**src/rtl/core/xte_pkg.sv**
```systemverilog
// ----------------------------------------------------------------------------
// xte_pkg: shared types and constants of the XML text extractor
// Entity tables, controller-to-datapath command and status bundles.
// ----------------------------------------------------------------------------
`default_nettype none

package xte_pkg;

	// entity table: six entities, up to six characters each
	localparam int NUM_ENT = 6;
	localparam int ENT_W   = 6;

	// an '&' with fewer than this many queued bytes (itself included)
	// cannot decode once the document has ended
	localparam logic [2:0] AMP_MIN_SPAN = 3'd5;

	typedef logic [7:0] byte_t;

	localparam byte_t ENT_CHARS [NUM_ENT][ENT_W] = '{
		'{8'h26, 8'h61, 8'h6d, 8'h70, 8'h3b, 8'h00},  // &amp;
		'{8'h26, 8'h6c, 8'h74, 8'h3b, 8'h00, 8'h00},  // &lt;
		'{8'h26, 8'h67, 8'h74, 8'h3b, 8'h00, 8'h00},  // &gt;
		'{8'h26, 8'h71, 8'h75, 8'h6f, 8'h74, 8'h3b},  // &quot;
		'{8'h26, 8'h61, 8'h70, 8'h6f, 8'h73, 8'h3b},  // &apos;
		'{8'h26, 8'h6e, 8'h62, 8'h73, 8'h70, 8'h3b}   // &nbsp;
	};

	localparam logic [2:0] ENT_LEN [NUM_ENT] = '{3'd5, 3'd4, 3'd4, 3'd6, 3'd6, 3'd6};

	localparam byte_t ENT_VALUE [NUM_ENT] = '{8'h26, 8'h3c, 8'h3e, 8'h22, 8'h27, 8'h20};

	// controller -> datapath
	typedef struct packed {
		logic load;   // append the accepted byte to the queue
		logic step;   // process the byte at the queue head
		logic flush;  // close the item: release held byte or end marker
	} xte_cmd_t;

	// datapath -> controller
	typedef struct packed {
		logic head_ok;     // queue head can be processed now
		logic emits;       // processing the head yields a text byte
		logic hold_valid;  // a text byte is held back
		logic out_free;    // output register can take a beat this cycle
		logic ended;       // current item was the document's last byte
	} xte_stat_t;

endpackage

`default_nettype wire

```
**src/rtl/core/xml_text_extractor_unit.sv**
```systemverilog
// ----------------------------------------------------------------------------
// xml_text_extractor_unit: XML markup stripper with entity decode
// One document byte in per beat; text bytes out, markup dropped, entities
// decoded, whitespace folded and collapsed.
// ----------------------------------------------------------------------------
//  channel | dir | tdata         | tlast              | tuser
//  s_      | in  | [7:0] in_byte | doc_last           | -
//  m_      | out | [7:0] out_byte| run_last           | [0] byte_valid, [1] doc_end
//
//  Steps: accept a byte, process the queued bytes one head byte per cycle while
//  the output does not stall, see the queue drained or waiting, close the item;
//  a byte held as lookahead stays queued. Stalls: m_tready low with a beat
//  pending holds a step when a second text byte of the item is due and the
//  close when it has a beat to send; no new byte is accepted meanwhile.
//  Reset: arst_n clears markup state, queue count and output valid at once.
// ----------------------------------------------------------------------------
`default_nettype none

module xml_text_extractor_unit
	import xte_pkg::*;
#(
	parameter int PENDING_DEPTH = 6
) (
	input  wire        clk,
	input  wire        arst_n,
	input  wire        s_tvalid,
	output logic       s_tready,
	input  wire  [7:0] s_tdata,   // [7:0] in_byte
	input  wire        s_tlast,
	output logic       m_tvalid,
	input  wire        m_tready,
	output logic [7:0] m_tdata,   // [7:0] out_byte
	output logic       m_tlast,
	output logic [1:0] m_tuser    // [0] byte_valid, [1] doc_end
);

	xte_cmd_t  cmd;
	xte_stat_t st;

	xte_ctrl u_ctrl (
		.clk      (clk),
		.arst_n   (arst_n),
		.in_valid (s_tvalid),
		.in_ready (s_tready),
		.st       (st),
		.cmd      (cmd)
	);

	xte_dpath #(
		.PENDING_DEPTH (PENDING_DEPTH)
	) u_dpath (
		.clk          (clk),
		.arst_n       (arst_n),
		.cmd          (cmd),
		.st           (st),
		.in_byte      (s_tdata),
		.in_last      (s_tlast),
		.out_ready    (m_tready),
		.out_valid    (m_tvalid),
		.out_byte     (m_tdata),
		.out_bvalid   (m_tuser[0]),
		.out_run_last (m_tlast),
		.out_doc_end  (m_tuser[1])
	);

endmodule

`default_nettype wire

```
**src/rtl/core/xte_ctrl.sv**
```systemverilog
// ----------------------------------------------------------------------------
// xte_ctrl: sequencer of the XML text extractor
// Accepts one byte, steps the datapath over the queued bytes, then closes
// the item.
// ----------------------------------------------------------------------------
`default_nettype none

module xte_ctrl
	import xte_pkg::*;
(
	input  wire        clk,
	input  wire        arst_n,
	input  wire        in_valid,
	output logic       in_ready,
	input  xte_stat_t  st,
	output xte_cmd_t   cmd
);

	typedef enum logic [1:0] {
		S_IDLE,
		S_PROC,
		S_FLUSH
	} state_t;

	state_t state_q;
	logic   final_push;

	assign in_ready   = (state_q == S_IDLE);
	// the close of an item needs the output only if there is something to send
	assign final_push = st.hold_valid | st.ended;

	// command decode
	always_comb begin
		cmd = '0;
		unique case (state_q)
			S_IDLE:  cmd.load  = in_valid;
			S_PROC:  cmd.step  = st.head_ok & ~(st.emits & st.hold_valid & ~st.out_free);
			S_FLUSH: cmd.flush = ~final_push | st.out_free;
			default: cmd = '0;
		endcase
	end

	// state register
	always_ff @(posedge clk or negedge arst_n) begin
		if (!arst_n) begin
			state_q <= S_IDLE;
		end else begin
			unique case (state_q)
				S_IDLE: begin
					if (in_valid) state_q <= S_PROC;
				end
				S_PROC: begin
					if (!st.head_ok) state_q <= S_FLUSH;
				end
				S_FLUSH: begin
					if (cmd.flush) state_q <= S_IDLE;
				end
				default: state_q <= S_IDLE;
			endcase
		end
	end

endmodule

`default_nettype wire

```
**src/rtl/core/xte_dpath.sv**
```systemverilog
// ----------------------------------------------------------------------------
// xte_dpath: datapath of the XML text extractor
// Lookahead queue, entity match, markup and space tracking, held byte and
// output register.
// ----------------------------------------------------------------------------
`default_nettype none

module xte_dpath
	import xte_pkg::*;
#(
	parameter int PENDING_DEPTH = 6
) (
	input  wire        clk,
	input  wire        arst_n,
	input  xte_cmd_t   cmd,
	output xte_stat_t  st,
	input  wire  [7:0] in_byte,
	input  wire        in_last,
	input  wire        out_ready,
	output logic       out_valid,
	output logic [7:0] out_byte,
	output logic       out_bvalid,
	output logic       out_run_last,
	output logic       out_doc_end
);

	localparam int IW = $clog2(PENDING_DEPTH);
	localparam int CW = $clog2(PENDING_DEPTH + 1);

	localparam byte_t CH_TAB   = 8'h09;
	localparam byte_t CH_LF    = 8'h0a;
	localparam byte_t CH_CR    = 8'h0d;
	localparam byte_t CH_SPACE = 8'h20;
	localparam byte_t CH_LT    = 8'h3c;
	localparam byte_t CH_GT    = 8'h3e;
	localparam byte_t CH_AMP   = 8'h26;

	logic [PENDING_DEPTH-1:0][7:0] q_q;
	logic [CW-1:0]                 cnt_q;
	logic                          inside_q;
	logic                          prev_sp_q;
	logic                          ended_q;
	logic                          hold_valid_q;
	byte_t                         hold_q;
	logic                          out_valid_q;
	byte_t                         out_byte_q;
	logic                          out_bvalid_q;
	logic                          out_run_last_q;
	logic                          out_doc_end_q;

	byte_t         head;
	logic [NUM_ENT-1:0] ent_full;
	logic [NUM_ENT-1:0] ent_part;
	logic          amp_wait;
	logic [2:0]    consume;
	logic          text;
	byte_t         raw_c;
	byte_t         emit_c;
	logic          is_sp;
	logic          emits;
	logic          set_inside;
	logic          clr_inside;
	logic          out_free;
	logic          push_step;
	logic          push_flush;
	byte_t         full_val;
	logic [2:0]    full_len;

	assign head     = q_q[0];
	assign out_free = ~out_valid_q | out_ready;

	// entity match against the queued lookahead
	always_comb begin
		logic same;
		ent_full = '0;
		ent_part = '0;
		for (int e = 0; e < NUM_ENT; e++) begin
			same = 1'b1;
			for (int i = 0; i < ENT_W; i++) begin
				if ((cnt_q > CW'(i)) && (ENT_LEN[e] > 3'(i)) && (q_q[i] != ENT_CHARS[e][i]))
					same = 1'b0;
			end
			ent_full[e] = same & (CW'(ENT_LEN[e]) <= cnt_q);
			ent_part[e] = same & (CW'(ENT_LEN[e]) > cnt_q);
		end
	end

	// the entities are prefix-free, so at most one full match
	always_comb begin
		full_val = CH_AMP;
		full_len = 3'd1;
		for (int e = 0; e < NUM_ENT; e++) begin
			if (ent_full[e]) begin
				full_val = ENT_VALUE[e];
				full_len = ENT_LEN[e];
			end
		end
	end

	// head byte action
	always_comb begin
		amp_wait   = 1'b0;
		consume    = 3'd1;
		text       = 1'b0;
		raw_c      = head;
		set_inside = 1'b0;
		clr_inside = 1'b0;
		if (inside_q) begin
			clr_inside = (head == CH_GT);
		end else if (head == CH_LT) begin
			set_inside = 1'b1;
		end else if (head == CH_AMP) begin
			if (|ent_full) begin
				text = 1'b1;
				if (!(ended_q && (cnt_q < CW'(AMP_MIN_SPAN)))) begin
					raw_c   = full_val;
					consume = full_len;
				end
			end else if (!(|ent_part) || ended_q) begin
				text = 1'b1;
			end else begin
				amp_wait = 1'b1;
			end
		end else begin
			text = 1'b1;
		end
	end

	// whitespace folding and space collapse
	always_comb begin
		emit_c = raw_c;
		if (raw_c == CH_TAB || raw_c == CH_LF || raw_c == CH_CR) emit_c = CH_SPACE;
		is_sp = (emit_c == CH_SPACE);
		emits = text & ~(is_sp & prev_sp_q);
	end

	assign st.head_ok    = (cnt_q != '0) & ~amp_wait;
	assign st.emits      = emits;
	assign st.hold_valid = hold_valid_q;
	assign st.out_free   = out_free;
	assign st.ended      = ended_q;

	assign push_step  = cmd.step & emits & hold_valid_q;
	assign push_flush = cmd.flush & (hold_valid_q | ended_q);

	// control state
	always_ff @(posedge clk or negedge arst_n) begin
		if (!arst_n) begin
			cnt_q        <= '0;
			inside_q     <= 1'b0;
			prev_sp_q    <= 1'b1;
			ended_q      <= 1'b0;
			hold_valid_q <= 1'b0;
			out_valid_q  <= 1'b0;
		end else begin
			if (cmd.load) begin
				if (cnt_q < CW'(PENDING_DEPTH)) cnt_q <= cnt_q + 1'b1;
				ended_q <= in_last;
			end
			if (cmd.step) begin
				cnt_q <= cnt_q - CW'(consume);
				if (set_inside) inside_q <= 1'b1;
				if (clr_inside) inside_q <= 1'b0;
				if (emits) begin
					prev_sp_q    <= is_sp;
					hold_valid_q <= 1'b1;
				end
			end
			if (cmd.flush) begin
				hold_valid_q <= 1'b0;
				if (ended_q) begin
					cnt_q     <= '0;
					inside_q  <= 1'b0;
					prev_sp_q <= 1'b1;
					ended_q   <= 1'b0;
				end
			end
			if (push_step || push_flush) out_valid_q <= 1'b1;
			else if (out_ready)          out_valid_q <= 1'b0;
		end
	end

	// payload: queue, held byte, output beat
	always_ff @(posedge clk) begin
		if (cmd.load && (cnt_q < CW'(PENDING_DEPTH))) q_q[cnt_q[IW-1:0]] <= in_byte;
		if (cmd.step) begin
			q_q <= q_q >> {consume, 3'b000};
			if (emits) hold_q <= emit_c;
		end
		if (push_step) begin
			out_byte_q     <= hold_q;
			out_bvalid_q   <= 1'b1;
			out_run_last_q <= 1'b0;
			out_doc_end_q  <= 1'b0;
		end else if (push_flush) begin
			out_byte_q     <= hold_valid_q ? hold_q : 8'h00;
			out_bvalid_q   <= hold_valid_q;
			out_run_last_q <= 1'b1;
			out_doc_end_q  <= ended_q;
		end
	end

	assign out_valid    = out_valid_q;
	assign out_byte     = out_byte_q;
	assign out_bvalid   = out_bvalid_q;
	assign out_run_last = out_run_last_q;
	assign out_doc_end  = out_doc_end_q;

	// checks
	a_push_room: assert property (@(posedge clk) disable iff (!arst_n)
		(push_step || push_flush) |-> out_free)
		else $error("output beat overwritten");
	a_step_nonempty: assert property (@(posedge clk) disable iff (!arst_n)
		cmd.step |-> (cnt_q != '0) && (CW'(consume) <= cnt_q))
		else $error("step on short queue");
	a_load_clean: assert property (@(posedge clk) disable iff (!arst_n)
		cmd.load |-> !hold_valid_q && (cnt_q < CW'(PENDING_DEPTH)))
		else $error("load with held byte or full queue");
	a_end_drained: assert property (@(posedge clk) disable iff (!arst_n)
		(cmd.flush && ended_q) |-> (cnt_q == '0))
		else $error("document ended with queued bytes");
	a_flush_clears: assert property (@(posedge clk) disable iff (!arst_n)
		cmd.flush |=> !hold_valid_q)
		else $error("held byte survived item close");

endmodule

`default_nettype wire

```
**config.mk**
```make
export PLATFORM = sky130hd
export DESIGN_NAME = xml_text_extractor_unit
export DESIGN_NICKNAME = d
export VERILOG_FILES = /design/src/rtl/core/xte_pkg.sv /design/src/rtl/core/xml_text_extractor_unit.sv /design/src/rtl/core/xte_ctrl.sv /design/src/rtl/core/xte_dpath.sv
export SDC_FILE = /design/constraint.sdc
export NUM_CORES = 1
export LEC_CHECK = 0
export ABC_CLOCK_PERIOD_IN_PS = 6800
export CORE_AREA = 2 2 98 100
export DETAILED_ROUTE_END_ITERATION = 6
export DIE_AREA = 0 0 100 102
export DONT_BUFFER_PORTS = 1
export PLACE_DENSITY = 0.66
export SLEW_MARGIN = 40
export SYNTH_ARGS = -nofsm -noshare
export SYNTH_HDL_FRONTEND = slang
export SYNTH_SLANG_ARGS = --single-unit
```
**constraint.sdc**
```tcl
create_clock -name clk -period 6.8 [get_ports clk]
set_input_delay 0 -clock clk [delete_from_list [all_inputs] [get_ports clk]]
set_output_delay 0 -clock clk [all_outputs]
set_load 0.01 [all_outputs]
```
Word level (Yosys, flattened, before mapping) --
Cells that the tools add are included.
Storage, ports and cells: register bits 77, bits in latches 0, RAM bits 0, bits in read-only memories 0, input bits 13, output and inout bits 13, word-level logic and storage cells 236, memories kept 0
Cells by class: add/sub/neg operators 2, multiply operators 0, div/mod/pow operators 0, $lt $le $gt $ge 16, equal/unequal tests 32, shifts and indexed selects 1, mux-type cells 97, bitwise logic cells 30, reductions and logical operators 40
Operator list (number):
- 8-bit by 7-bit != test with 1-bit output (second input constant) | 16
- 48-bit two-way mux | 2
- 8-bit two-way mux | 10
- 1-bit two-way mux | 58
- 48-bit bitwise mux | 1
- 3-bit two-way mux | 16
- 48-bit by 6-bit >> shifter with 48-bit output | 1
- 8-bit by 6-bit equality test with 1-bit output (second input constant) | 4
- 8-bit by 6-bit != test with 1-bit output (second input constant) | 4
- 5-bit two-way mux | 5
- 8-bit demux with 3-bit select | 1
- 8-bit by 4-bit equality test with 1-bit output (second input constant) | 3
- 1-bit logical AND | 23
- 1-bit AND | 21
- 6-bit OR reduction | 2
- 2-bit nonzero test | 5
- 3-bit > comparator (first input constant) | 3
- 3-bit <= comparator (first input constant) | 3
- 3-bit by 1-bit > comparator with 1-bit output (second input constant) | 2
- 3-bit by 2-bit > comparator with 1-bit output (second input constant) | 2
- 3-bit > comparator (second input constant) | 2
- 3-bit less-than comparator (second input constant) | 2
- 2-bit two-way mux | 3
- 1-bit inverter | 6
- other kinds (16) | 23

Logic depth before layout (Yosys ltp) --
word-level depth 34, depth in mapped cells 19, depth with buffers taken out 16

Cells and area by module --
Synthesis repeated with hierarchy kept, for this count alone.
Second synthesis, totals: cells, all modules 448, area total of the unflattened synthesis 4669.5 um^2
Modules (own cells, without submodules):
- xte_dpath | instances 1, cells each 434, area an instance 4540.6 um^2, sequential area each 2183.3 um^2
- xte_ctrl | instances 1, cells each 14, area an instance 128.9 um^2, sequential area each 50.0 um^2

Worst setup path after synthesis --
OpenSTA, ideal clock, no wires.
kind reg2reg, start reg u_dpath.cnt_q[1], end reg u_dpath.cnt_q[2], setup time 0.082 ns, arrival time 3.702 ns, data required time 6.718 ns, setup slack 3.016 ns, stages on the path, launching flop included 20, path buffers 3, clock period less this slack 3.784 ns, path through dfrtp_1 -> clkbuf_1 -> clkinv_1 -> ha_1 -> nor2b_1 -> a31oi_1 -> or2_1 -> or3_1 -> clkbuf_1 -> a21oi_1 -> o21a_1 -> buf_2 -> inv_1 -> ha_1 -> inv_1 -> fa_1 -> xor2_1 -> xnor2_1 -> or3_1 -> a31oi_1
On the way: word-level cells in the longest chain between the ends 33, elaborated cells on any way between the ends 132, classes of those cells 2 x add/sub; 14 x order compare; 4 x eq/ne; 63 x mux; 21 x bitwise; 28 x reduce/logical
Ends and longest elaborated chain:
- start, declared | line xte_dpath.sv:39 | logic [CW-1:0] cnt_q;
- start signal, assigned | line xte_dpath.sv:157 | if (cnt_q < CW'(PENDING_DEPTH)) cnt_q <= cnt_q + 1'b1;
- start signal, assigned | line xte_dpath.sv:161 | cnt_q <= cnt_q - CW'(consume);
- 3-bit by 1-bit > comparator with 1-bit output | line xte_dpath.sv:80 | if ((cnt_q > CW'(i)) && (ENT_LEN[e] > 3'(i)) && (q_q[i] != ENT_CHARS[e][i]))
- 1-bit logical AND | line xte_dpath.sv:80
- 1-bit two-way mux (4 in a row) | line xte_dpath.sv:80
- 1-bit two-way mux / 1-bit AND (equally long branches) | line xte_dpath.sv:80, xte_dpath.sv:83
- 1-bit two-way mux / 5-bit two-way mux (equally long branches) | line xte_dpath.sv:80, xte_dpath.sv:93
- 1-bit AND / 5-bit two-way mux (equally long branches) | line xte_dpath.sv:83, xte_dpath.sv:93
- 5-bit two-way mux (3 in a row) | line xte_dpath.sv:93 | if (ent_full[e]) begin
- 8-bit two-way mux | line xte_dpath.sv:115 | if (!(ended_q && (cnt_q < CW'(AMP_MIN_SPAN)))) begin
- (+11 left out)
- 1-bit AND | line xte_dpath.sv:134 | emits = text & ~(is_sp & prev_sp_q);
- 1-bit AND (2 in a row) | line xte_ctrl.sv:37 | S_PROC: cmd.step = st.head_ok & ~(st.emits & st.hold_valid & ~st.out_free);
- 1-bit inverter | line xte_ctrl.sv:37
- 1-bit AND | line xte_ctrl.sv:37
- 1-bit two-way mux | line xte_ctrl.sv:35 | unique case (state_q)
- 3-bit two-way mux (*) | line xte_dpath.sv:160 | if (cmd.step) begin
- 3-bit two-way mux | line xte_dpath.sv:171 | if (ended_q) begin
- 3-bit two-way mux (*) | line xte_dpath.sv:169 | if (cmd.flush) begin
Every way passes the cells marked *; elsewhere a longest branch is shown, timed or not. A chain may end at the register's enable or synchronous reset.

Final worst setup path --
start reg u_dpath.cnt_q[2], end reg u_dpath.q_q[38] (netlist bit) (enable)
On the way: word-level cells in the longest chain between the ends 31, elaborated cells on any way between the ends 116, classes of those cells 14 x order compare; 4 x eq/ne; 47 x mux; 21 x bitwise; 30 x reduce/logical
Ends and longest elaborated chain:
- 3-bit by 1-bit > comparator with 1-bit output | line xte_dpath.sv:80
- 1-bit logical AND | line xte_dpath.sv:80
- 1-bit two-way mux (4 in a row) | line xte_dpath.sv:80
- 1-bit two-way mux / 1-bit AND (equally long branches) | line xte_dpath.sv:80, xte_dpath.sv:83
- 1-bit two-way mux / 5-bit two-way mux (equally long branches) | line xte_dpath.sv:80, xte_dpath.sv:93
- 1-bit AND / 5-bit two-way mux (equally long branches) | line xte_dpath.sv:83, xte_dpath.sv:93
- 5-bit two-way mux (3 in a row) | line xte_dpath.sv:93
- 8-bit two-way mux | line xte_dpath.sv:115
- (+9 left out)
- 1-bit AND | line xte_dpath.sv:134
- 1-bit inverter | line xte_dpath.sv:134
- 1-bit AND | line xte_dpath.sv:134
- 1-bit AND (2 in a row) | line xte_ctrl.sv:37
- 1-bit inverter | line xte_ctrl.sv:37
- 1-bit AND | line xte_ctrl.sv:37
- 1-bit two-way mux | line xte_ctrl.sv:35
- 2-bit nonzero test (no line) (*)
- end signal, assigned by index | line xte_dpath.sv:185 | if (cmd.load && (cnt_q < CW'(PENDING_DEPTH))) q_q[cnt_q[IW-1:0]] <= in_byte;
- end signal, assigned | line xte_dpath.sv:187 | q_q <= q_q >> {consume, 3'b000};
- end, declared | line xte_dpath.sv:38 | logic [PENDING_DEPTH-1:0][7:0] q_q;
Marks and branches as above.

==> reports/qor.yml <==
cts_tree: "built"
cts_resized: 0
crit_path_top_delay_cell: "dfrtp_1"
post-dp-hpwl_um: 8990
syn_nets: 495
gp_congestion: 0.915
syn_area_per_cell_sq_um: 10.3
setup_viol: 0
wl_um: 12400
vias: 3789
clkLatencyLatePin_ns: 0.37
fin_crit_sh_pct: 65.6
finalCriticalPeriod_ns: 4.46
drt_iter0_drc: 391
ir_drop_uv: 221
drcViolationCount: 0
worst-setup-path-type: "reg -> reg"
postPlaceCellArea_sq_um: 4920
max_freq_mhz: 224
fp.dieW_um: 100
crit_path_start_kind: "flop"
p_leak_nw: 1.99
yosysSeqAreaShare_pct: 45.8
ys.flop_type: "edfxtp_1"
num_io_pins: 26
clock-root-buffer: "clkbuf_8"
final_common_cell: "nand2_1"
drtPass1Iterations: 5
finalSetupTns_ns: 0
critical_path_arrival_ns: 4.50
initial_utilization_pct: 53.5
ys_types: 70
ant_nets: 0
clockBufferDepth: 2
routed_wire_length_per_instance_um: 20.8
first_global_vias: 3678
maxCapViolations: 0
multi_input_area_sq_um: 2460
antenna_found_initial: 0
cts_hold_buf: 12
synth-seq-cells: 77
num_rows: 35
layout_common_cells: "nand2_1 (83), edfxtp_1 (64), mux2i_1 (43), a21oi_1 (25), nor2_1 (19)"
hold_viol_final: 0
port_buffers: 0
rsz0062_at_grt: "no"
core_area_sq_um: 9110
cp_max_fo: 56
crit_required_ns: 6.84
drv_slew: 0
grtUsageTotal_pct: 25.6
grt_start_max_net_pins: 57
skew_ns: 0.0140
path_cells: "o21ai_2, a2111oi_4, o21ai_2, o41ai_1, o21bai_1, a211oi_2, a41oi_2, a21oi_4, buf_4, a21o_1"
slew_headroom_pct: 44.2
final_area_sq_um: 5250
path_common_cell: "o21ai_2"
num_antenna_cells: 0
synth_area_sq_um: 4880
cts.clk_slew.worst_paths_ns: 0.09
power_per_cell_area_nw_per_um2: 520
fp.dieArea_sq_um: 10200
seq_area_sq_um: 2230
outcome: "complete, no violations"
drive_above_1_share_pct: 9.54
cp-end-kind: "flop"
yosysWarnings: 0
fillers: 803
critPathMaxStageDelay_ns: 0.77
cts_buffers: 9
vias_per_cell: 6.39
htree_levels: 3
cts_sinks: 77
nNetsFinal: 497
tightestPinTransition_ns: 0.837
syn_inst: 475
async_flop_share_pct: 13.0
post-cts-setup-buffers: 0
syn_to_final_growth_pct: 7.54
globalRouteOverflowTotal: 0
dieHeight_um: 102
synth_enable_flop_cells: 64
grt_pass1_wl_um: 19600
hold_class: "in -> async"
-- registers in the layout (all words and copies together) (netlist names), 2 cells and up --
name / count
u_dpath.cnt_q: 3
u_dpath.hold_q: 8
u_dpath.out_byte: 8
u_ctrl.state_q: 2
u_dpath.q_q: 40
u_dpath.head: 8
-- power by group --
| group | internal, mW | leakage (nW) | total [mW] | switching (mW) |
|---|---|---|---|---|
| clock | 0.171 | 0.101 | 0.354 | 0.183 |
| combinational | 0.472 | 1.12 | 1.18 | 0.712 |
| sequential | 0.906 | 0.770 | 1.19 | 0.286 |
| total | 1.55 | 1.99 | 2.73 | 1.18 |
-- cell usage after synthesis, types with 5 or more instances --
cell type / count / area [sq um]
nand2_1: 83 / 312
edfxtp_1: 64 / 1920
mux2i_1: 43 / 430
a21oi_1: 25 / 125
nor2_1: 19 / 71.3
clkbuf_1: 16 / 60.1
inv_1: 16 / 60.1
and2_1: 13 / 81.3
a21o_1: 11 / 82.6
and3_1: 11 / 68.8
nor3_1: 11 / 55.1
a22oi_1: 10 / 75.1
dfrtp_1: 9 / 225
nor3b_1: 9 / 67.6
mux2_2: 8 / 90.1
nor4bb_1: 8 / 80.1
nand3_1: 7 / 35.0
and4b_1: 6 / 60.1
ha_1: 6 / 75.1
nand2b_1: 5 / 31.3
nor2b_1: 5 / 31.3
-- final cells by class --
cell class                 instances  share of cell area [%]
inverter                          17                    1.22
tap                              111                    2.65
multi-input combinational        356                    47.0
clock inverter                     7                    1.41
clock buffer                       9                    2.36
sequential                        77                    42.6
timing repair buffer              16                    2.81
-- worst max-delay path, delay by kind of cell, from the launching register on --
family | cells | cell delay (ns)
AOI/OAI and AO/OA | 9 | 2.65
DFF | 1 | 0.77
buffers and inverters | 1 | 0.65
-- logic make-up (layout without fill, tap and decap cells) --
| logic type | Yosys count | count (layout) | synth area share [%] |
|---|---|---|---|
| AND/OR/NAND/NOR | 201 | 201 | 22.2 |
| XOR/XNOR | 2 | 2 | 0.359 |
| multiplexers | 52 | 52 | 10.9 |
| AO/OA/AOI/OAI | 94 | 94 | 14.5 |
| buffers and inverters | 42 | 49 | 4.34 |
| adder cells (fa/ha/maj) | 7 | 7 | 1.95 |
| flip-flops | 77 | 77 | 45.8 |
-- metrics by stage --
step                      setup slack (ns)  cells  hold slack [ns]  utilization (%)  power, mW
final                                 2.34    593           0.0191             57.6       2.73
after global routing                  2.06    593           0.0475             57.6       2.91
after CTS                             2.14    592           0.0245             57.5       2.72
after detailed placement              2.21    564           -0.295             54.0       2.35
after floorplan                       3.02    475           -0.296                -       2.07
after global placement                2.27    564           -0.295             53.8       2.32
-- routing by layer --
metal | wire length (um) | part of all wire [%] | vias to the layer above | GRT usage [%]
li1 | - | - | 1780 | -
met1 | 5100 | 41 | 1828 | 32.6
met2 | 6310 | 51 | 162 | 44.2
met3 | 760 | 6.2 | 19 | 5.27
met4 | 185 | 1.5 | 0 | 7.90
met5 | 0 | 0 | - | 0
-- path summary, 6_finish.rpt --
path	startpoint	endpoint	slack, ns	cells after the start
min	arst_n	u_dpath.hold_valid_q	0.02	1
min in group clk	s_tvalid	u_dpath.ended_q	0.22	3
max	u_dpath.cnt_q[2]	u_dpath.q_q[38]	2.34	10
max in group asynchronous	arst_n	u_dpath.prev_sp_q	6.41	1
min reg2reg	u_dpath.out_bvalid	u_dpath.out_bvalid	0.51	2
max reg2reg	u_dpath.cnt_q[2]	u_dpath.q_q[38]	2.34	10
No activity file was read; power rests on OpenSTA's default activity.
